File: config.mk
export PLATFORM = sky130hd
export DESIGN_NAME = one_of_four_frame_decoder_top
export DESIGN_NICKNAME = d
export VERILOG_FILES = /design/src/sv/ofd_pkg.sv /design/src/sv/ofd_core.sv /design/src/sv/one_of_four_frame_decoder_top.sv
export VERILOG_INCLUDE_DIRS = /design/src /design/src/sv
export SDC_FILE = /design/constraint.sdc
export NUM_CORES = 1
export LEC_CHECK = 0
export BUFFER_PORTS_ARGS = -buffer_cell sky130_fd_sc_hd__buf_2
export CAP_MARGIN = 20
export CELL_PAD_IN_SITES_DETAIL_PLACEMENT = 1
export CELL_PAD_IN_SITES_GLOBAL_PLACEMENT = 1
export CORE_MARGIN = 10
export CORE_UTILIZATION = 52
export CTS_BUF_LIST = sky130_fd_sc_hd__clkbuf_4 sky130_fd_sc_hd__clkbuf_8
export DETAILED_ROUTE_END_ITERATION = 12
export HOLD_SLACK_MARGIN = 0.03
export PLACE_DENSITY_LB_ADDON = 0.3
export SYNTH_ARGS = -nofsm -noshare
export SYNTH_HDL_FRONTEND = slang
export SYNTH_SLANG_ARGS = --single-unit
File: constraint.sdc
create_clock -name clock -period 35.1 [get_ports clock]
set_input_delay 7.02 -clock clock [delete_from_list [all_inputs] [get_ports clock]]
set_output_delay 7.02 -clock clock [all_outputs]
set_load 0.005 [all_outputs]
File: src/sv/one_of_four_frame_decoder_top_macros.svh
// ----------------------------------------------------------------------------
// one_of_four_frame_decoder_top_macros
// Assertion macros for the one-of-four frame decoder, empty when SYNTH is set.
// ----------------------------------------------------------------------------
`ifndef ONE_OF_FOUR_FRAME_DECODER_TOP_MACROS_SVH
`define ONE_OF_FOUR_FRAME_DECODER_TOP_MACROS_SVH

`ifndef SYNTH

// condition holds at every clock edge outside reset
`define OFD_CHECK(label, cond) \
   label: assert property (@(posedge clock) disable iff (reset) (cond)) \
      else $error("ofd check failed");

// antecedent implies consequent on the same edge
`define OFD_CHECK_IMPL(label, ante, cons) \
   label: assert property (@(posedge clock) disable iff (reset) (ante) |-> (cons)) \
      else $error("ofd implication failed");

`else

`define OFD_CHECK(label, cond)
`define OFD_CHECK_IMPL(label, ante, cons)

`endif

`endif

File: src/sv/ofd_pkg.sv
// ----------------------------------------------------------------------------
// ofd_pkg
// Shared types and constants of the one-of-four frame decoder.
// ----------------------------------------------------------------------------
package ofd_pkg;

   // decoded byte capacity of the receive buffer
   localparam int MAX_DECODED_BYTES = 256;
   localparam int CNT_W             = $clog2(MAX_DECODED_BYTES + 1);
   localparam int LIMIT_W           = 9;
   localparam int CMP_W             = (CNT_W > LIMIT_W) ? CNT_W : LIMIT_W;
   localparam int BITS_W            = 12;

   // frame status codes
   localparam logic [1:0] STATUS_OK       = 2'd0;
   localparam logic [1:0] STATUS_FORMAT   = 2'd1;
   localparam logic [1:0] STATUS_OVERFLOW = 2'd2;

   // line patterns and one-hot symbols
   localparam logic [4:0] START_PATTERN = 5'h17;
   localparam logic [4:0] END_PATTERN   = 5'h1D;
   localparam logic [7:0] SYM_VAL0      = 8'h02;
   localparam logic [7:0] SYM_VAL1      = 8'h08;
   localparam logic [7:0] SYM_VAL2      = 8'h20;
   localparam logic [7:0] SYM_VAL3      = 8'h80;

   // raw bits needed for a minimal frame
   localparam logic [3:0] RAW_MIN = 4'd10;

   typedef struct packed {
      logic [7:0] raw_byte;
      logic [3:0] valid_bits;
      logic       last_byte;
   } ofd_req_type;

   typedef struct packed {
      logic [7:0]        data_byte;
      logic              byte_valid;
      logic              frame_done;
      logic [1:0]        status;
      logic [BITS_W-1:0] data_bits;
   } ofd_rsp_type;

endpackage

File: src/sv/ofd_core.sv
// ----------------------------------------------------------------------------
// ofd_core
// Frame state and single-pass decode of one raw byte per step.
// ----------------------------------------------------------------------------
module ofd_core import ofd_pkg::*; (
   input  logic              clock,
   input  logic              reset,
   input  logic              step,
   input  ofd_req_type       item,
   input  logic [CMP_W-1:0]  byte_limit,
   output logic              has_result,
   output ofd_rsp_type       result
);

   // frame phase codes
   localparam logic [1:0] PH_START = 2'd0;
   localparam logic [1:0] PH_DATA  = 2'd1;
   localparam logic [1:0] PH_END   = 2'd2;
   localparam logic [1:0] PH_ERROR = 2'd3;

   logic [1:0]        phase_ff, phase_in;
   logic [7:0]        shift_ff, shift_in;
   logic [3:0]        count_ff, count_in;
   logic [3:0]        raw_ff, raw_in;
   logic [7:0]        acc_ff, acc_in;
   logic [1:0]        pairs_ff, pairs_in;
   logic [CNT_W-1:0]  bytes_ff, bytes_in;
   logic [BITS_W-1:0] total_ff, total_in;
   logic [1:0]        err_ff, err_in;

   // walk the valid bits, then fold in at most one symbol
   always_comb begin
      logic [3:0]        nb;
      logic [7:0]        sh;
      logic [3:0]        cnt;
      logic [1:0]        ph;
      logic [1:0]        err;
      logic [1:0]        err_f;
      logic              sym_hit;
      logic [1:0]        sym_val;
      logic [7:0]        sym;
      logic              bitv;
      logic [4:0]        raw_sum;
      logic [3:0]        raw_new;
      logic [7:0]        acc_new;
      logic [1:0]        pairs_new;
      logic              have_byte;
      logic [7:0]        byte_out;
      logic [CNT_W-1:0]  bytes_new;
      logic [BITS_W-1:0] total_new;
      logic [CMP_W-1:0]  lim;
      logic              at_limit;

      nb        = (item.valid_bits > 4'd8) ? 4'd8 : item.valid_bits;
      sh        = shift_ff;
      cnt       = count_ff;
      ph        = phase_ff;
      err       = err_ff;
      sym_hit   = 1'b0;
      sym_val   = 2'd0;
      sym       = 8'd0;
      bitv      = 1'b0;
      have_byte = 1'b0;
      byte_out  = 8'd0;

      lim      = (byte_limit > CMP_W'(MAX_DECODED_BYTES)) ? CMP_W'(MAX_DECODED_BYTES)
                                                          : byte_limit;
      at_limit = (CMP_W'(bytes_ff) >= lim);

      // bit-by-bit pattern and symbol gathering
      for (int i = 0; i < 8; i++) begin
         if (4'(i) < nb) begin
            bitv = item.raw_byte[7-i];
            case (ph)
               PH_START: begin
                  sh  = {sh[6:0], bitv};
                  cnt = cnt + 4'd1;
                  if (cnt == 4'd5) begin
                     if (sh[4:0] != START_PATTERN) begin
                        ph  = PH_ERROR;
                        err = STATUS_FORMAT;
                     end else begin
                        ph = PH_DATA;
                     end
                     sh  = 8'd0;
                     cnt = 4'd0;
                  end
               end
               PH_DATA: begin
                  sh  = {sh[6:0], bitv};
                  cnt = cnt + 4'd1;
                  if (cnt == 4'd8) begin
                     sym = sh;
                     sh  = 8'd0;
                     cnt = 4'd0;
                     if (sym[7:3] == END_PATTERN) begin
                        ph = PH_END;
                     end else begin
                        case (sym)
                           SYM_VAL0: begin
                              sym_hit = 1'b1;
                              sym_val = 2'd0;
                           end
                           SYM_VAL1: begin
                              sym_hit = 1'b1;
                              sym_val = 2'd1;
                           end
                           SYM_VAL2: begin
                              sym_hit = 1'b1;
                              sym_val = 2'd2;
                           end
                           SYM_VAL3: begin
                              sym_hit = 1'b1;
                              sym_val = 2'd3;
                           end
                           default: begin
                              ph  = PH_ERROR;
                              err = STATUS_FORMAT;
                           end
                        endcase
                        // byte completes with the buffer already full
                        if (sym_hit && (pairs_ff == 2'd3) && at_limit) begin
                           ph  = PH_ERROR;
                           err = STATUS_OVERFLOW;
                        end
                     end
                  end
               end
               default: begin
               end
            endcase
         end
      end

      // raw bit total, saturating
      raw_sum = {1'b0, raw_ff} + {1'b0, nb};
      raw_new = (raw_sum >= {1'b0, RAW_MIN}) ? RAW_MIN : raw_sum[3:0];

      // pack the symbol value into the byte
      acc_new   = acc_ff;
      pairs_new = pairs_ff;
      bytes_new = bytes_ff;
      total_new = total_ff;
      if (sym_hit) begin
         acc_new   = acc_ff | ({6'd0, sym_val} << {pairs_ff, 1'b0});
         pairs_new = pairs_ff + 2'd1;
         total_new = total_ff + BITS_W'(2);
         if ((pairs_ff == 2'd3) && !at_limit) begin
            have_byte = 1'b1;
            byte_out  = acc_new;
            bytes_new = bytes_ff + CNT_W'(1);
            acc_new   = 8'd0;
            pairs_new = 2'd0;
         end
      end

      // frame close: short frame and residual byte
      err_f = err;
      if (item.last_byte) begin
         if ((err_f == STATUS_OK) && (raw_new < RAW_MIN)) begin
            err_f = STATUS_FORMAT;
         end
         if ((err_f == STATUS_OK) && (pairs_new != 2'd0)) begin
            if (at_limit) begin
               err_f = STATUS_OVERFLOW;
            end else begin
               have_byte = 1'b1;
               byte_out  = acc_new;
            end
         end
      end

      // result item
      has_result = 1'b0;
      result     = '0;
      if (item.last_byte) begin
         has_result        = 1'b1;
         result.frame_done = 1'b1;
         if (err_f != STATUS_OK) begin
            result.status = err_f;
         end else begin
            result.data_byte  = byte_out;
            result.byte_valid = have_byte;
            result.data_bits  = total_new;
         end
      end else if (have_byte) begin
         has_result        = 1'b1;
         result.data_byte  = byte_out;
         result.byte_valid = 1'b1;
      end

      // next frame state
      if (item.last_byte) begin
         phase_in = PH_START;
         shift_in = 8'd0;
         count_in = 4'd0;
         raw_in   = 4'd0;
         acc_in   = 8'd0;
         pairs_in = 2'd0;
         bytes_in = '0;
         total_in = '0;
         err_in   = STATUS_OK;
      end else begin
         phase_in = ph;
         shift_in = sh;
         count_in = cnt;
         raw_in   = raw_new;
         acc_in   = acc_new;
         pairs_in = pairs_new;
         bytes_in = bytes_new;
         total_in = total_new;
         err_in   = err;
      end
   end

   // frame state registers
   always_ff @(posedge clock) begin
      if (reset) begin
         phase_ff <= PH_START;
         shift_ff <= 8'd0;
         count_ff <= 4'd0;
         raw_ff   <= 4'd0;
         acc_ff   <= 8'd0;
         pairs_ff <= 2'd0;
         bytes_ff <= '0;
         total_ff <= '0;
         err_ff   <= STATUS_OK;
      end else if (step) begin
         phase_ff <= phase_in;
         shift_ff <= shift_in;
         count_ff <= count_in;
         raw_ff   <= raw_in;
         acc_ff   <= acc_in;
         pairs_ff <= pairs_in;
         bytes_ff <= bytes_in;
         total_ff <= total_in;
         err_ff   <= err_in;
      end
   end

endmodule

File: src/sv/one_of_four_frame_decoder_top.sv
// ----------------------------------------------------------------------------
// one_of_four_frame_decoder_top
// 1-out-of-4 receive decoder: request register, decode core, result register.
// ----------------------------------------------------------------------------
// Flow: a request passes the request register, the combinational decode core
// and the result register; a stalled full result register holds the request.
// Throughput: one request per cycle when not stalled, set by one decode per byte.
// Reset: synchronous, active high; clears frame state, byte limit to 256.
// ----------------------------------------------------------------------------
`include "one_of_four_frame_decoder_top_macros.svh"

module one_of_four_frame_decoder_top import ofd_pkg::*; (
   input  logic                clock,
   input  logic                reset,
   // request channel
   input  logic                req_valid,
   output logic                req_stall,
   input  logic [7:0]          req_raw_byte,
   input  logic [3:0]          req_valid_bits,
   input  logic                req_last_byte,
   // result channel
   output logic                rsp_valid,
   input  logic                rsp_stall,
   output logic [7:0]          rsp_data_byte,
   output logic                rsp_byte_valid,
   output logic                rsp_frame_done,
   output logic [1:0]          rsp_status,
   output logic [BITS_W-1:0]   rsp_data_bits,
   // register write channel
   input  logic                csr_valid,
   output logic                csr_ready,
   input  logic [LIMIT_W-1:0]  csr_byte_limit
);

   logic              in_vld_ff, in_vld_in;
   ofd_req_type       in_item_ff;
   logic              out_vld_ff, out_vld_in;
   ofd_rsp_type       out_ff;
   logic [CMP_W-1:0]  limit_ff;
   logic              out_free;
   logic              step;
   logic              accept;
   logic              has_result;
   ofd_rsp_type       result;

   // handshake control
   assign out_free  = !out_vld_ff || !rsp_stall;
   assign step      = in_vld_ff && out_free;
   assign req_stall = in_vld_ff && !out_free;
   assign accept    = req_valid && !req_stall;
   assign in_vld_in = accept || (in_vld_ff && !step);
   assign csr_ready = 1'b1;

   always_comb begin
      if (step && has_result) begin
         out_vld_in = 1'b1;
      end else if (!rsp_stall) begin
         out_vld_in = 1'b0;
      end else begin
         out_vld_in = out_vld_ff;
      end
   end

   // request register
   always_ff @(posedge clock) begin
      if (reset) begin
         in_vld_ff <= 1'b0;
      end else begin
         in_vld_ff <= in_vld_in;
      end
   end

   always_ff @(posedge clock) begin
      if (accept) begin
         in_item_ff.raw_byte   <= req_raw_byte;
         in_item_ff.valid_bits <= req_valid_bits;
         in_item_ff.last_byte  <= req_last_byte;
      end
   end

   // byte limit register
   always_ff @(posedge clock) begin
      if (reset) begin
         limit_ff <= CMP_W'(MAX_DECODED_BYTES);
      end else if (csr_valid && csr_ready) begin
         limit_ff <= CMP_W'(csr_byte_limit);
      end
   end

   // decode core
   ofd_core u_core (
      .clock      (clock),
      .reset      (reset),
      .step       (step),
      .item       (in_item_ff),
      .byte_limit (limit_ff),
      .has_result (has_result),
      .result     (result)
   );

   // result register
   always_ff @(posedge clock) begin
      if (reset) begin
         out_vld_ff <= 1'b0;
      end else begin
         out_vld_ff <= out_vld_in;
      end
   end

   always_ff @(posedge clock) begin
      if (step && has_result) begin
         out_ff <= result;
      end
   end

   assign rsp_valid      = out_vld_ff;
   assign rsp_data_byte  = out_ff.data_byte;
   assign rsp_byte_valid = out_ff.byte_valid;
   assign rsp_frame_done = out_ff.frame_done;
   assign rsp_status     = out_ff.status;
   assign rsp_data_bits  = out_ff.data_bits;

   // checks
   `OFD_CHECK_IMPL(a_err_clean, rsp_valid && (rsp_status != STATUS_OK),
      !rsp_byte_valid && (rsp_data_bits == '0) && (rsp_data_byte == 8'd0))
   `OFD_CHECK_IMPL(a_mid_frame_byte, rsp_valid && !rsp_frame_done,
      rsp_byte_valid && (rsp_status == STATUS_OK) && (rsp_data_bits == '0))
   `OFD_CHECK_IMPL(a_status_code, rsp_valid,
      (rsp_status == STATUS_OK) || (rsp_status == STATUS_FORMAT) ||
      (rsp_status == STATUS_OVERFLOW))

endmodule
==> results.txt <==
Yosys reg bits: 96
Tot GR Track Use: 0.282
Post-detailed-routing wire length: 40900 um
Setup bufs post-CTS: 0
HPWL Detailed: 31000 um
Die outline area: 27700 um2
IO buf count: 51
Share of layout cells above drive strength 1: 0.116
Reg2reg start: in_item_ff[2]
Design Area, Final: 11600 um2
Commonest non-fill, non-tap cells in the layout: 184 x nor2_1, 153 x nand2_1, 101 x a21oi_1, 66 x o21ai_0
Final period util: 0.452
CTS root buf: clkbuf_8
Setup violations, final: 0
GPL Wtd Cong: 0.939
MaxCap Viol Count: 0
# diodes: 0
Setup TNS: 0 ns
Slowest stage delay, CP: 0.84 ns
Area leader, netlist: dfxtp_1
Initial antenna violation count: 0
Pwr/cell area: 102 nW/um2
Synth top area share: 0.108
Commonest non-fill, non-tap cell in the layout: nor2_1
CTS tree: built
Post-Syn Area: 11100 um2
Main synth FF type: dfxtp_1
Slowest cell on crit path: nor3_2
PnR worst setup slack: 19.22 ns
Switching power: 0.708 mW
Cts hold-fix bufs: 0
Placed inst area: 11400 um2
Num ports: 54
Final hold vios: 0
H-tree lvl count: 3
GRT overflow: 0
Layout Skew: 0.0255 ns
Seq/Total Area, Yosys: 0.205
Worst VDD drop: 113 uV
Num CTS Buffers: 9
Worst-path fanout max: 25
DRT Pass-1 Iters: 5
Via-to-Cell Ratio: 6.99
Clk Latency, worst-skew pair: 0.40 ns
Synthesized area per cell: 7.40 um2
Yosys Warn Count: 0
WP data required: 35.11 ns
Dpl ws: 19.20 ns
Leak Pwr: 4.06 nW
Switch share: 0.597
Sequential power share: 0.110
Die height: 166 um
Syn Nets: 1566
Crit path from: in_item_ff[2]
Final Total Pwr: 1.19 mW
Nets@finish: 1549
Post-synth cell types: 127
Fillers: 2713
RSZ-0062 raised after global routing: false
Largest net degree at the start of global routing: 51
First-pass GRT wire length: 66300 um
Hold Crit Start: u_core.acc_ff[5]
CP startpoint kind: flip-flop
Detail Route Antenna Nets: 0
Crit. End Element: flip-flop
Synth area leaders: dfxtp_1 11%, edfxtp_1 9.7%, nor2_1 6.2%, nand2_1 5.2%, a21oi_1 4.5%
Post-CTS sizing: 0
Comb pwr share: 0.826
Core box area: 21000 um2
Slew @ Worst Pin: 1.09 ns
Ys async rst share: 0
Post-synth EDFFs: 36
DRT iter0 DRCs: 1178
Critical Path AT: 15.90 ns
Hold Path Class: flip-flop to flip-flop
Final critical-path required period: 15.88 ns
Rows: 53
Area delta synth->final: 4.28%
Residual DRC: 0
Slew Limit Fails: 0
CTS clk-pin slew, worst paths: 0.12 ns
Status: complete, no violations
Horiz. Die Dim: 166 um
Int Pwr: 0.477 mW
Max frequency: 63.0 MHz
Vias in the first global route: 12100
Slew margin rel.: 0.271
CP Class: flip-flop to flip-flop
Core Util, Final: 0.553
Clock Power Share: 0.064
DR WL/cell: 23.1 um
Clock Sinks: 96
CTS max path bufs: 2
Syn Inst Count: 1506
Via count: 12400
Starting Density: 0.530
## flip-flops by register name, indices dropped and copies added (netlist names)
| signal | cells |
|---|---|
| rsp_data_byte | 8 |
| u_core.count_ff | 4 |
| rsp_frame_done | 1 |
| u_core.phase_ff | 2 |
| limit_ff | 9 |
| u_core.err_ff | 2 |
| u_core.raw_ff | 4 |
| u_core.bytes_ff | 9 |
| rsp_valid | 1 |
| u_core.total_ff | 11 |
| u_core.acc_ff | 8 |
| u_core.shift_ff | 7 |
| in_item_ff | 13 |
| in_vld_ff | 1 |
| rsp_byte_valid | 1 |
| rsp_status | 2 |
| u_core.pairs_ff | 2 |
| rsp_data_bits | 11 |
## cells by family (layout without fill, tap and decap cells)
logic type                 count (synthesis)  in the layout  share of synthesized area
xor gates and xnor gates                  54             54                     0.0502
AOI/OAI and AO/OA                        491            491                      0.327
muxes                                     25             25                     0.0255
DFF                                       96             96                      0.205
other                                      2              2                   0.000674
buffers and inverters                    134            122                     0.0507
adders and majority gates                 33             33                     0.0377
and+or+nand+nor                          671            671                      0.303
## Yosys cell counts (21+ instances only)
library cell  instances
a31oi_1              45
clkbuf_1             61
nand2_1             153
or3_1                21
nor3_1               57
a21oi_1             101
nand3_1              60
inv_1                41
and3_1               21
nand4_1              29
ha_1                 32
o21ai_0              66
nand2b_1             22
nor2_1              184
dfxtp_1              60
xnor2_1              30
edfxtp_1             36
## final cells by class
type | count | area [um2] | share of cell area
clock inverters | 6 | 50.0 | 0.00431
flip-flops and latches | 96 | 2280 | 0.196
well taps | 275 | 344 | 0.0296
multi-input cells | 1276 | 8300 | 0.715
inverters | 43 | 161 | 0.0139
repair buffers | 63 | 345 | 0.0297
clock buffers | 10 | 131 | 0.0113
## metal layers
metal,track usage,share of wire,vias to the layer above
li1,-,-,5665
met2,0.468,0.47,500
met5,0,0,-
met1,0.366,0.43,6100
met4,0.0981,0.033,0
met3,0.0395,0.064,103
## worst max-delay path: cells and delay by family (launching register included)
kind	cells	cell delay (ns)
buffers and inverters	8	1.73
and+or+nand+nor	15	5.32
DFF	1	0.56
xor gates and xnor gates	3	0.65
AOI/OAI and AO/OA	15	4.69
adders and majority gates	7	2.16
muxes	1	0.34
## power groups by stage
stage | Clock, mW | Sequential [mW] | Combinational [mW]
floorplan | 0 | 0.125 | 0.733
global route | 0.0814 | 0.131 | 1.05
detailed placement | 0 | 0.132 | 0.943
CTS | 0.0769 | 0.130 | 0.951
global placement | 0 | 0.132 | 0.914
finish | 0.0762 | 0.130 | 0.979
## per-stage QoR
stage          hold WS, ns  std cells
4_1_cts              0.508       1768
3_5_place_dp         0.489       1752
3_3_place_gp         0.472       1752
6_report             0.505       1769
2_1_floorplan        0.424       1506
5_1_grt              0.526       1769
## final timing paths
kind	slack, ns	cells past startpoint	to
max	19.22	49	rsp_data_bits[8]
min	0.51	2	u_core.acc_ff[5]
max reg2reg	19.22	49	rsp_data_bits[8]
min reg2reg	0.51	2	u_core.acc_ff[5]
(Power assumes the default switching activity.)
